**src/hmtp_pkg.sv**
```systemverilog
`timescale 1ns / 1ps
`default_nettype none

package hmtp_pkg;

    // Parser modes, one-hot.
    typedef enum logic [3:0] {
        MODE_IDLE   = 4'b0001,
        MODE_NUM    = 4'b0010,
        MODE_PREFIX = 4'b0100,
        MODE_HEX    = 4'b1000
    } t_mode;

    // Configuration register indexes.
    localparam logic [1:0] REG_MAP_WIDTH     = 2'd0;
    localparam logic [1:0] REG_MAP_HEIGHT    = 2'd1;
    localparam logic [1:0] REG_DEFAULT_COLOR = 2'd2;

    localparam int CFG_IDX_W  = 2;
    localparam int CFG_DATA_W = 32;
    localparam int DIM_W      = 13;
    localparam int POS_W      = 13;

    // Register reset values.
    localparam logic [DIM_W-1:0] DIM_RESET   = 13'd1;
    localparam logic [31:0]      COLOR_RESET = 32'hFFFF_FFFF;

    // Largest height magnitude before negation.
    localparam logic [31:0] MAG_MAX = 32'h7FFF_FFFF;

    // Characters the parser reacts to.
    localparam logic [7:0] CH_SPACE = 8'h20;
    localparam logic [7:0] CH_TAB   = 8'h09;
    localparam logic [7:0] CH_CR    = 8'h0D;
    localparam logic [7:0] CH_PLUS  = 8'h2B;
    localparam logic [7:0] CH_MINUS = 8'h2D;
    localparam logic [7:0] CH_COMMA = 8'h2C;
    localparam logic [7:0] CH_0     = 8'h30;
    localparam logic [7:0] CH_9     = 8'h39;
    localparam logic [7:0] CH_LA    = 8'h61;
    localparam logic [7:0] CH_LF    = 8'h66;
    localparam logic [7:0] CH_UA    = 8'h41;
    localparam logic [7:0] CH_UF    = 8'h46;

    // Number of characters skipped after the comma (the "0x").
    localparam logic [1:0] PREFIX_LEN = 2'd2;

    // One finished point as handed from the parser to the placement stage.
    typedef struct packed {
        logic signed [31:0] height;
        logic [31:0]        color;
    } t_point;

endpackage

`default_nettype wire

```
**src/hmtp_front.sv**
```systemverilog
`timescale 1ns / 1ps
`default_nettype none

module hmtp_front (
    input  wire logic           i_clk,
    input  wire logic           i_rst_n,
    input  wire logic           i_accept,
    input  wire logic [7:0]     i_char_in,
    input  wire logic           i_end_of_text,
    input  wire logic [31:0]    i_default_color,
    output logic                o_point_valid,
    output hmtp_pkg::t_point    o_point
);
    import hmtp_pkg::*;

    t_mode       r_mode, n_mode;
    logic        r_neg, n_neg;
    logic [31:0] r_acc, n_acc;
    logic [31:0] r_color, n_color;
    logic [1:0]  r_skip, n_skip;

    logic        emit;
    logic [31:0] emit_mag;
    logic        emit_neg;
    logic [31:0] emit_color;
    logic        start_idle;
    logic [7:0]  idle_c;
    logic        c_digit;
    logic        c_space;
    logic        c_hex;
    logic [3:0]  c_hexval;
    logic [34:0] acc_x10;

    // Character classes.
    always_comb begin
        c_digit  = (i_char_in >= CH_0) && (i_char_in <= CH_9);
        c_space  = (i_char_in == CH_SPACE) || ((i_char_in >= CH_TAB) && (i_char_in <= CH_CR));
        c_hex    = 1'b1;
        c_hexval = 4'd0;
        if (c_digit) begin
            c_hexval = 4'(i_char_in - CH_0);
        end else if ((i_char_in >= CH_LA) && (i_char_in <= CH_LF)) begin
            c_hexval = 4'(i_char_in - CH_LA + 8'd10);
        end else if ((i_char_in >= CH_UA) && (i_char_in <= CH_UF)) begin
            c_hexval = 4'(i_char_in - CH_UA + 8'd10);
        end else begin
            c_hex = 1'b0;
        end
        acc_x10 = ({3'b000, r_acc} << 3) + ({3'b000, r_acc} << 1)
                  + {31'd0, 4'(i_char_in - CH_0)};
    end

    // Next parser state for one character, then the end-of-text flush.
    always_comb begin
        n_mode     = r_mode;
        n_neg      = r_neg;
        n_acc      = r_acc;
        n_color    = r_color;
        n_skip     = r_skip;
        emit       = 1'b0;
        emit_mag   = r_acc;
        emit_neg   = r_neg;
        emit_color = i_default_color;
        start_idle = 1'b0;
        idle_c     = i_char_in;

        case (r_mode)
            MODE_NUM: begin
                if (c_digit) begin
                    n_acc = (acc_x10 > {3'b000, MAG_MAX}) ? MAG_MAX : acc_x10[31:0];
                end else if (i_char_in == CH_COMMA) begin
                    n_mode  = MODE_PREFIX;
                    n_skip  = PREFIX_LEN;
                    n_color = '0;
                end else begin
                    emit       = 1'b1;
                    start_idle = 1'b1;
                end
            end
            MODE_PREFIX: begin
                n_skip = r_skip - 2'd1;
                if (n_skip == 2'd0) begin
                    n_mode = MODE_HEX;
                end
            end
            MODE_HEX: begin
                if (c_hex) begin
                    n_color = {r_color[27:0], c_hexval};
                end else begin
                    emit       = 1'b1;
                    emit_color = r_color;
                    start_idle = 1'b1;
                end
            end
            default: begin
                start_idle = 1'b1;
                if (c_space) begin
                    idle_c = 8'd0;
                end
            end
        endcase

        // A character outside a number may open a new one.
        if (start_idle) begin
            n_mode  = MODE_IDLE;
            n_acc   = '0;
            n_neg   = 1'b0;
            n_color = '0;
            n_skip  = '0;
            if ((idle_c == CH_MINUS) || (idle_c == CH_PLUS)) begin
                n_mode = MODE_NUM;
                n_neg  = (idle_c == CH_MINUS);
            end else if ((idle_c >= CH_0) && (idle_c <= CH_9)) begin
                n_mode = MODE_NUM;
                n_acc  = {24'd0, idle_c - CH_0};
            end
        end

        // End of text flushes a pending number and returns to idle.
        if (i_end_of_text) begin
            if (!emit && (n_mode != MODE_IDLE)) begin
                emit       = 1'b1;
                emit_mag   = n_acc;
                emit_neg   = n_neg;
                emit_color = (n_mode == MODE_NUM) ? i_default_color : n_color;
            end
            n_mode  = MODE_IDLE;
            n_acc   = '0;
            n_neg   = 1'b0;
            n_color = '0;
            n_skip  = '0;
        end
    end

    // The height is stored negated: a minus sign gives a positive value.
    assign o_point_valid = i_accept && emit;
    assign o_point.height = emit_neg ? signed'(emit_mag) : signed'(32'd0 - emit_mag);
    assign o_point.color  = emit_color;

    always_ff @(posedge i_clk) begin
        if (!i_rst_n) begin
            r_mode  <= MODE_IDLE;
            r_neg   <= 1'b0;
            r_acc   <= '0;
            r_color <= '0;
            r_skip  <= '0;
        end else if (i_accept) begin
            r_mode  <= n_mode;
            r_neg   <= n_neg;
            r_acc   <= n_acc;
            r_color <= n_color;
            r_skip  <= n_skip;
        end
    end

endmodule

`default_nettype wire

```
**src/hmtp_queue.sv**
```systemverilog
`timescale 1ns / 1ps
`default_nettype none

module hmtp_queue (
    input  wire logic           i_clk,
    input  wire logic           i_rst_n,
    input  wire logic           i_push,
    input  wire hmtp_pkg::t_point i_data,
    output logic                o_full,
    output logic                o_valid,
    input  wire logic           i_pop,
    output hmtp_pkg::t_point    o_data
);
    import hmtp_pkg::*;

    t_point     r_mem [2];
    logic       r_wr_ptr;
    logic       r_rd_ptr;
    logic [1:0] r_count;
    logic       do_push;
    logic       do_pop;

    assign o_full  = (r_count == 2'd2);
    assign o_valid = (r_count != 2'd0);
    assign o_data  = r_mem[r_rd_ptr];
    assign do_push = i_push && !o_full;
    assign do_pop  = i_pop && o_valid;

    // Two-entry point buffer between parser and placement.
    always_ff @(posedge i_clk) begin
        if (do_push) begin
            r_mem[r_wr_ptr] <= i_data;
        end
    end

    always_ff @(posedge i_clk) begin
        if (!i_rst_n) begin
            r_wr_ptr <= 1'b0;
            r_rd_ptr <= 1'b0;
            r_count  <= 2'd0;
        end else begin
            if (do_push) begin
                r_wr_ptr <= !r_wr_ptr;
            end
            if (do_pop) begin
                r_rd_ptr <= !r_rd_ptr;
            end
            r_count <= r_count + {1'b0, do_push} - {1'b0, do_pop};
        end
    end

endmodule

`default_nettype wire

```
**src/hmtp_back.sv**
```systemverilog
`timescale 1ns / 1ps
`default_nettype none

module hmtp_back #(
    parameter int MAX_DIM = 4096
) (
    input  wire logic                       i_clk,
    input  wire logic                       i_rst_n,
    input  wire logic [hmtp_pkg::DIM_W-1:0] i_map_width,
    input  wire logic [hmtp_pkg::DIM_W-1:0] i_map_height,
    input  wire logic                       i_pt_valid,
    input  wire hmtp_pkg::t_point           i_pt,
    output logic                            o_pt_pop,
    output logic                            o_empty,
    input  wire logic                       i_pop,
    output logic signed [hmtp_pkg::POS_W-1:0] o_row_pos,
    output logic signed [hmtp_pkg::POS_W-1:0] o_col_pos,
    output logic signed [31:0]              o_height_val,
    output logic [31:0]                     o_point_color,
    output logic                            o_last_point
);
    import hmtp_pkg::*;

    localparam int CW = (MAX_DIM > 2) ? $clog2(MAX_DIM) : 1;

    logic [CW-1:0]          r_row;
    logic [CW-1:0]          r_col;
    logic                   r_done;
    logic                   r_out_valid;
    logic signed [POS_W-1:0] r_row_pos;
    logic signed [POS_W-1:0] r_col_pos;
    logic signed [31:0]     r_height;
    logic [31:0]            r_color;
    logic                   r_last;

    logic [DIM_W-1:0] w_dim;
    logic [DIM_W-1:0] h_dim;
    logic             load_ok;
    logic             place;
    logic             col_wrap;
    logic             row_wrap;

    function automatic logic [DIM_W-1:0] clamp_dim(input logic [DIM_W-1:0] v);
        logic [DIM_W-1:0] r;
        r = v;
        if (v == '0) begin
            r = DIM_W'(1);
        end else if ({{(32-DIM_W){1'b0}}, v} > 32'(MAX_DIM)) begin
            r = DIM_W'(MAX_DIM);
        end
        return r;
    endfunction

    assign w_dim = clamp_dim(i_map_width);
    assign h_dim = clamp_dim(i_map_height);

    // Points after the last one are drained and dropped.
    assign load_ok  = !r_out_valid || i_pop;
    assign o_pt_pop = i_pt_valid && (r_done || load_ok);
    assign place    = o_pt_pop && !r_done;

    assign col_wrap = (32'(r_col) + 32'd1) >= {{(32-DIM_W){1'b0}}, w_dim};
    assign row_wrap = (32'(r_row) + 32'd1) >= {{(32-DIM_W){1'b0}}, h_dim};

    // Row-major position counters and the map-done flag.
    always_ff @(posedge i_clk) begin
        if (!i_rst_n) begin
            r_row       <= '0;
            r_col       <= '0;
            r_done      <= 1'b0;
            r_out_valid <= 1'b0;
        end else begin
            if (place) begin
                r_out_valid <= 1'b1;
                if (col_wrap) begin
                    r_col <= '0;
                    if (row_wrap) begin
                        r_row  <= '0;
                        r_done <= 1'b1;
                    end else begin
                        r_row <= r_row + CW'(1);
                    end
                end else begin
                    r_col <= r_col + CW'(1);
                end
            end else if (i_pop) begin
                r_out_valid <= 1'b0;
            end
        end
    end

    // Result register, centered on the map.
    always_ff @(posedge i_clk) begin
        if (place) begin
            r_row_pos <= signed'(POS_W'(32'(r_row) - 32'(h_dim >> 1)));
            r_col_pos <= signed'(POS_W'(32'(r_col) - 32'(w_dim >> 1)));
            r_height  <= i_pt.height;
            r_color   <= i_pt.color;
            r_last    <= col_wrap && row_wrap;
        end
    end

    assign o_empty       = !r_out_valid;
    assign o_row_pos     = r_row_pos;
    assign o_col_pos     = r_col_pos;
    assign o_height_val  = r_height;
    assign o_point_color = r_color;
    assign o_last_point  = r_last;

endmodule

`default_nettype wire

```
**src/heightmap_text_parser_core.sv**
```systemverilog
`timescale 1ns / 1ps
`default_nettype none

// Channel   Handshake          Payload
// input     i_push / o_full    i_char_in, i_end_of_text
// result    o_empty / i_pop    o_row_pos, o_col_pos, o_height_val, o_point_color, o_last_point
// config    i_cfg_we           i_cfg_index, i_cfg_data
//
// One character per cycle; the parser takes a character whenever its two-entry point
// buffer is not full, and a point passes through that buffer before it is placed in the
// result register.
// Reset (i_rst_n low at a clock edge) clears the parser, the buffer and the position
// counters, and loads the configuration registers with their default values.
// A stalled result side fills the point buffer, which then raises o_full; after the
// last point of the map all further points are dropped until reset.

module heightmap_text_parser_core #(
    parameter int MAX_DIM = 4096
) (
    input  wire logic                             i_clk,
    input  wire logic                             i_rst_n,
    input  wire logic                             i_push,
    output logic                                  o_full,
    input  wire logic [7:0]                       i_char_in,
    input  wire logic                             i_end_of_text,
    output logic                                  o_empty,
    input  wire logic                             i_pop,
    output logic signed [hmtp_pkg::POS_W-1:0]     o_row_pos,
    output logic signed [hmtp_pkg::POS_W-1:0]     o_col_pos,
    output logic signed [31:0]                    o_height_val,
    output logic [31:0]                           o_point_color,
    output logic                                  o_last_point,
    input  wire logic                             i_cfg_we,
    input  wire logic [hmtp_pkg::CFG_IDX_W-1:0]   i_cfg_index,
    input  wire logic [hmtp_pkg::CFG_DATA_W-1:0]  i_cfg_data
);
    import hmtp_pkg::*;

    logic [DIM_W-1:0] r_map_width;
    logic [DIM_W-1:0] r_map_height;
    logic [31:0]      r_default_color;

    logic   accept;
    logic   pt_push;
    t_point pt_in;
    logic   q_valid;
    logic   q_pop;
    t_point q_data;

    // Configuration registers.
    always_ff @(posedge i_clk) begin
        if (!i_rst_n) begin
            r_map_width     <= DIM_RESET;
            r_map_height    <= DIM_RESET;
            r_default_color <= COLOR_RESET;
        end else if (i_cfg_we) begin
            case (i_cfg_index)
                REG_MAP_WIDTH:     r_map_width     <= i_cfg_data[DIM_W-1:0];
                REG_MAP_HEIGHT:    r_map_height    <= i_cfg_data[DIM_W-1:0];
                REG_DEFAULT_COLOR: r_default_color <= i_cfg_data;
                default: begin
                end
            endcase
        end
    end

    assign accept = i_push && !o_full;

    hmtp_front u_front (
        .i_clk           (i_clk),
        .i_rst_n         (i_rst_n),
        .i_accept        (accept),
        .i_char_in       (i_char_in),
        .i_end_of_text   (i_end_of_text),
        .i_default_color (r_default_color),
        .o_point_valid   (pt_push),
        .o_point         (pt_in)
    );

    hmtp_queue u_queue (
        .i_clk   (i_clk),
        .i_rst_n (i_rst_n),
        .i_push  (pt_push),
        .i_data  (pt_in),
        .o_full  (o_full),
        .o_valid (q_valid),
        .i_pop   (q_pop),
        .o_data  (q_data)
    );

    hmtp_back #(
        .MAX_DIM (MAX_DIM)
    ) u_back (
        .i_clk         (i_clk),
        .i_rst_n       (i_rst_n),
        .i_map_width   (r_map_width),
        .i_map_height  (r_map_height),
        .i_pt_valid    (q_valid),
        .i_pt          (q_data),
        .o_pt_pop      (q_pop),
        .o_empty       (o_empty),
        .i_pop         (i_pop),
        .o_row_pos     (o_row_pos),
        .o_col_pos     (o_col_pos),
        .o_height_val  (o_height_val),
        .o_point_color (o_point_color),
        .o_last_point  (o_last_point)
    );

    // Once the last point is taken, no further result ever appears.
    a_done_silent: assert property (@(posedge i_clk) disable iff (!i_rst_n)
        (!o_empty && i_pop && o_last_point) |=> o_empty)
        else $error("result after last point");

    // A full buffer always has a point for the placement stage.
    a_full_valid: assert property (@(posedge i_clk) disable iff (!i_rst_n)
        o_full |-> q_valid)
        else $error("buffer full without data");

    // Saturation keeps the height inside the symmetric 32-bit range.
    a_height_range: assert property (@(posedge i_clk) disable iff (!i_rst_n)
        !o_empty |-> (o_height_val != 32'sh8000_0000))
        else $error("height out of range");

endmodule

`default_nettype wire

```
**config.mk**
```make
export PLATFORM = sky130hd
export DESIGN_NAME = heightmap_text_parser_core
export DESIGN_NICKNAME = d
export VERILOG_FILES = /design/src/hmtp_pkg.sv /design/src/hmtp_front.sv /design/src/hmtp_queue.sv /design/src/hmtp_back.sv /design/src/heightmap_text_parser_core.sv
export SDC_FILE = /design/constraint.sdc
export NUM_CORES = 1
export LEC_CHECK = 0
export BUFFER_PORTS_ARGS = -buffer_cell sky130_fd_sc_hd__buf_2
export CORE_MARGIN = 3
export CORE_UTILIZATION = 35
export DETAILED_ROUTE_END_ITERATION = 6
export PLACE_DENSITY = 0.59
export SETUP_SLACK_MARGIN = 0.4
export SLEW_MARGIN = 25
export SYNTH_ARGS = -nofsm -noshare
export SYNTH_HDL_FRONTEND = slang
export SYNTH_HIERARCHICAL = 1
export SYNTH_SLANG_ARGS = --single-unit
```
**constraint.sdc**
```tcl
create_clock -name i_clk -period 8.12 [get_ports i_clk]
set_input_delay 0.812 -clock i_clk [delete_from_list [all_inputs] [get_ports i_clk]]
set_output_delay 0.812 -clock i_clk [all_outputs]
set_load 0.1 [all_outputs]
```
==> flow_results.xml <==
<?xml version="1.0" encoding="UTF-8"?>
<metrics>
  <group name="place">
    <metric name="detailedPlacementHpwl" unit="um">42200</metric>
    <metric name="placed_area" unit="mm^2">0.0235</metric>
    <metric name="dpl_worst_slack" unit="ns">1.10</metric>
    <metric name="port_buffers" unit="">140</metric>
    <metric name="gpl.final_weighted_congestion" unit="">0.901</metric>
    <metric name="dp_cells" unit="">3075</metric>
  </group>
  <group name="synth">
    <metric name="synth.lib_cells_used.distinct" unit="">95</metric>
    <metric name="synth-seq-area-share" unit="">0.441</metric>
    <metric name="syn_avg_cell_area" unit="um^2">10.1</metric>
    <metric name="share_of_synthesized_flip_flops_with_an_asynchronous_set_or_reset" unit="">0</metric>
    <metric name="postSynthNetCount" unit="">2371</metric>
    <metric name="post_synth_inst_count" unit="">2195</metric>
    <metric name="synth-main-ff-cell" unit="">edfxtp_1</metric>
    <metric name="synthesis.area" unit="mm^2">0.0222</metric>
    <metric name="synth_edf_count" unit="">219</metric>
    <metric name="ys_warn_count" unit="">6</metric>
    <metric name="flops_latches_synth" unit="">379</metric>
  </group>
  <group name="global_route">
    <metric name="number_of_antenna_violations_at_the_first_check_in_global_routing" unit="">7</metric>
    <metric name="grt_use_total" unit="">0.173</metric>
    <metric name="first_pass_grt_wire_length" unit="um">92500</metric>
    <metric name="pin_count_of_the_biggest_net_entering_global_routing" unit="">60</metric>
    <metric name="grt.overflow.total" unit="">0</metric>
    <metric name="vias_in_the_first_global_route" unit="">16300</metric>
  </group>
  <group name="critical_path">
    <metric name="crit_type" unit="">input pin to flip-flop</metric>
    <metric name="timing.critical_path.to_type" unit="">flip-flop</metric>
    <metric name="family_with_the_most_delay_on_the_worst_path" unit="">simple AND/OR/NAND/NOR gates</metric>
    <metric name="worstPathBufferInverterCount" unit="">2</metric>
    <metric name="worst_r2r_path_depth" unit="">19</metric>
    <metric name="timing.critical_path.arrival" unit="ns">6.87</metric>
    <metric name="crit-reg2reg-capture" unit="">u_queue/r_mem[1][62]</metric>
    <metric name="startpoint_class" unit="">input pin</metric>
    <metric name="worst_path_max_delay_cell" unit="">a2111oi_0</metric>
    <metric name="ff2ff_setup_slack" unit="ns">1.54</metric>
    <metric name="worst-path-max-fanout" unit="">20</metric>
    <metric name="worst_ep_required_time" unit="ns">8.41</metric>
    <metric name="critical_path.cell_chain" unit="">buf_2, inv_1, fa_1, fa_1, nand2b_1, a21o_1, a31o_2, a2111oi_0, o2111ai_1, a32oi_1, nand2_1, or2_1, nand2_1, o21ai_0, mux2i_1, ha_1, nand4bb_1, nor4_4, a31oi_1, xnor2_1</metric>
    <metric name="critical-path-max-stage-delay" unit="ns">0.66</metric>
    <metric name="r2r-start" unit="">u_front/r_acc[0]</metric>
  </group>
  <group name="power">
    <metric name="power_switching" unit="uW">972</metric>
    <metric name="power_frac_clock" unit="">0.451</metric>
    <metric name="switching_fraction_of_total_power" unit="">0.228</metric>
    <metric name="pwr_density_cell" unit="mW/mm^2">171</metric>
    <metric name="power" unit="mW">4.27</metric>
    <metric name="logic_pwr_share" unit="">0.067</metric>
    <metric name="cellInternalPower" unit="mW">3.30</metric>
    <metric name="sequentialPowerShare" unit="">0.483</metric>
    <metric name="ir_drop" unit="mV">0.128</metric>
    <metric name="cellLeakagePower" unit="nW">9.68</metric>
  </group>
  <group name="cells_and_area">
    <metric name="synthToLayoutAreaGrowth" unit="%">12.4</metric>
    <metric name="final_layout_size_suffix_gt1_frac" unit="">0.166</metric>
    <metric name="fin_util" unit="">0.401</metric>
    <metric name="commonest_non_fill_non_tap_cell_in_the_layout" unit="">edfxtp_1</metric>
    <metric name="most-common-layout-cells" unit="">edfxtp_1 (219), nor2_1 (206), nand2_1 (178)</metric>
    <metric name="fillers" unit="">6047</metric>
    <metric name="finish.net_count" unit="">2456</metric>
    <metric name="design_area" unit="mm^2">0.0249</metric>
    <metric name="final_non_filler_cell_total" unit="">3153</metric>
  </group>
  <group name="floorplan">
    <metric name="fp.dieH" unit="um">258</metric>
    <metric name="placeableCoreArea" unit="mm^2">0.0622</metric>
    <metric name="die_area" unit="mm^2">0.0664</metric>
    <metric name="initial_utilization" unit="">0.356</metric>
    <metric name="core.rowCount" unit="">91</metric>
    <metric name="die_width" unit="um">258</metric>
    <metric name="io_count" unit="">141</metric>
  </group>
  <group name="hold_path">
    <metric name="hold_sp" unit="">u_front/r_skip[1]</metric>
    <metric name="min-delay-path-class" unit="">flip-flop to flip-flop</metric>
    <metric name="worstHoldPathCells" unit="">2</metric>
    <metric name="hold_path_end" unit="">u_front/r_skip[1]</metric>
  </group>
  <group name="route">
    <metric name="drt_iter0_markers" unit="">1248</metric>
    <metric name="post_drt_wl_per_cell" unit="um">18.8</metric>
    <metric name="routed_wl" unit="um">59300</metric>
    <metric name="routed-via-count" unit="">17200</metric>
    <metric name="detail_route.vias_per_cell" unit="">5.47</metric>
    <metric name="detail_route.first_pass.iterations" unit="">5</metric>
    <metric name="antenna_left" unit="">0</metric>
    <metric name="detail_route.drc_violations" unit="">0</metric>
  </group>
  <group name="clocking">
    <metric name="postCtsSetupRepairBufs" unit="">0</metric>
    <metric name="cts_inserted_buffers" unit="">40</metric>
    <metric name="cts_tree" unit="">yes</metric>
    <metric name="clock-root-buffer" unit="">clkbuf_16</metric>
    <metric name="cts_buffer_depth" unit="">3</metric>
    <metric name="clock-sinks" unit="">379</metric>
    <metric name="clkLatencyLatePin" unit="ns">0.57</metric>
    <metric name="cts.reportedPaths.clkPinSlew" unit="ns">0.06</metric>
    <metric name="cts_repair_resize_count" unit="">0</metric>
    <metric name="cts_h_tree_lvls" unit="">2</metric>
    <metric name="post_cts_hold_fix_bufs" unit="">0</metric>
  </group>
  <group name="timing">
    <metric name="setup-tns-final" unit="ns">0</metric>
    <metric name="timing.final.max_slew_violations" unit="">0</metric>
    <metric name="timing.slew.headroom" unit="">0.350</metric>
    <metric name="final_hold_viol_count" unit="">0</metric>
    <metric name="finClkSkew" unit="ns">0.0206</metric>
    <metric name="grt_setup_unrepaired" unit="">no</metric>
    <metric name="period_needed" unit="ns">6.58</metric>
    <metric name="worst_pin_slew" unit="ns">0.975</metric>
    <metric name="fin_ws" unit="ns">1.54</metric>
    <metric name="setup_viol" unit="">0</metric>
    <metric name="max_clock_freq" unit="GHz">0.152</metric>
    <metric name="hold-worst-slack" unit="ns">0.471</metric>
    <metric name="post-route-period-util" unit="">0.811</metric>
  </group>
  <group name="run">
    <metric name="max-cap-violations" unit="">0</metric>
  </group>
  <group name="status">
    <metric name="outcome" unit="">finished clean</metric>
  </group>
</metrics>
cells by family (layout without fill, tap and decap cells):
group	count (synthesis)	after routing	synth area share
AND/OR/NAND/NOR	682	682	0.157
AO/OA/AOI/OAI	600	600	0.188
flip-flops	379	379	0.441
buffers and inverters	211	327	0.0442
adder cells (fa/ha/maj)	128	128	0.0736
multiplexers	99	99	0.0586
XOR/XNOR	96	96	0.0379
other	0	5	0
worst register-to-register path, stage by stage, from the launching register on:
cell and delay (ns):
dfxtp_1 0.40, inv_1 0.12, fa_1 0.52, fa_1 0.48
nand2b_1 0.20, a21o_1 0.19, a31o_2 0.27, a2111oi_0 0.66
o2111ai_1 0.24, a32oi_1 0.29, nand2_1 0.53, or2_1 0.49
nand2_1 0.16, o21ai_0 0.13, mux2i_1 0.23, ha_1 0.23
nand4bb_1 0.22, nor4_4 0.54, a31oi_1 0.19, xnor2_1 0.18
Yosys cell counts, types with 32 or more instances:
| cell type | instances | area [um^2] |
|---|---|---|
| a21oi_1 | 140 | 701 |
| nor2b_1 | 64 | 400 |
| nor2_1 | 208 | 781 |
| o21ai_0 | 94 | 470 |
| nor3_1 | 32 | 160 |
| xor2_1 | 40 | 350 |
| xnor2_1 | 56 | 490 |
| ha_1 | 124 | 1550 |
| inv_1 | 88 | 330 |
| clkbuf_1 | 84 | 315 |
| a22oi_1 | 67 | 503 |
| o22ai_1 | 41 | 257 |
| nand2_1 | 180 | 676 |
| edfxtp_1 | 219 | 6580 |
| dfxtp_1 | 160 | 3200 |
| mux2i_1 | 34 | 340 |
| mux2_4 | 60 | 901 |
registers in the layout (all words and copies together), names as in the netlist, 2 cells and up, named ones only:
signal	flops
u_front/r_mode	4
r_map_width	13
u_back/r_col	12
u_back/r_row	12
u_back/o_row_pos	13
u_back/o_point_color	32
u_back/o_height_val	32
u_queue/r_count	2
r_map_height	13
u_back/o_col_pos	13
u_queue/r_mem	128
u_front/r_skip	2
u_front/r_color	32
u_front/r_acc	32
r_default_color	32
metal layers:
layer | GRT usage | wire [um]
met4 | 0.0456 | 1400
met1 | 0.243 | 27500
met2 | 0.275 | 26700
met5 | 0 | 41
met3 | 0.0296 | 3680
layout make-up:
class	instances	area (um^2)	share of cell area
Antenna cell	5	12.5	0.000502
Clock buffer	57	1180	0.0473
Clock inverter	16	213	0.00854
Inverter	89	337	0.0135
Multi-Input combinational cell	1605	11500	0.460
Sequential cell	379	9780	0.393
Tap cell	837	1050	0.0420
Timing Repair Buffer	165	891	0.0358
power groups by stage:
stage               combinational, mW  sequential (mW)  clock, mW
floorplan                       0.189             2.12          0
global placement                0.280             2.10          0
detailed placement              0.284             2.10          0
CTS                             0.285             2.06       1.97
global route                    0.312             2.06       2.04
finish                          0.285             2.06       1.92
how the worst max path moves through the flow:
stage	startpoint	end	cells after the start
floorplan	i_char_in[1]	u_queue/r_mem[0][0]	15
global placement	i_char_in[3]	u_queue/r_mem[0][62]	20
detailed placement	i_char_in[3]	u_queue/r_mem[1][62]	20
CTS	i_char_in[3]	u_queue/r_mem[1][62]	20
global route	i_char_in[3]	u_queue/r_mem[0][54]	20
finish	i_char_in[3]	u_queue/r_mem[1][62]	20
Note: power is estimated with default switching activity, not from simulation.
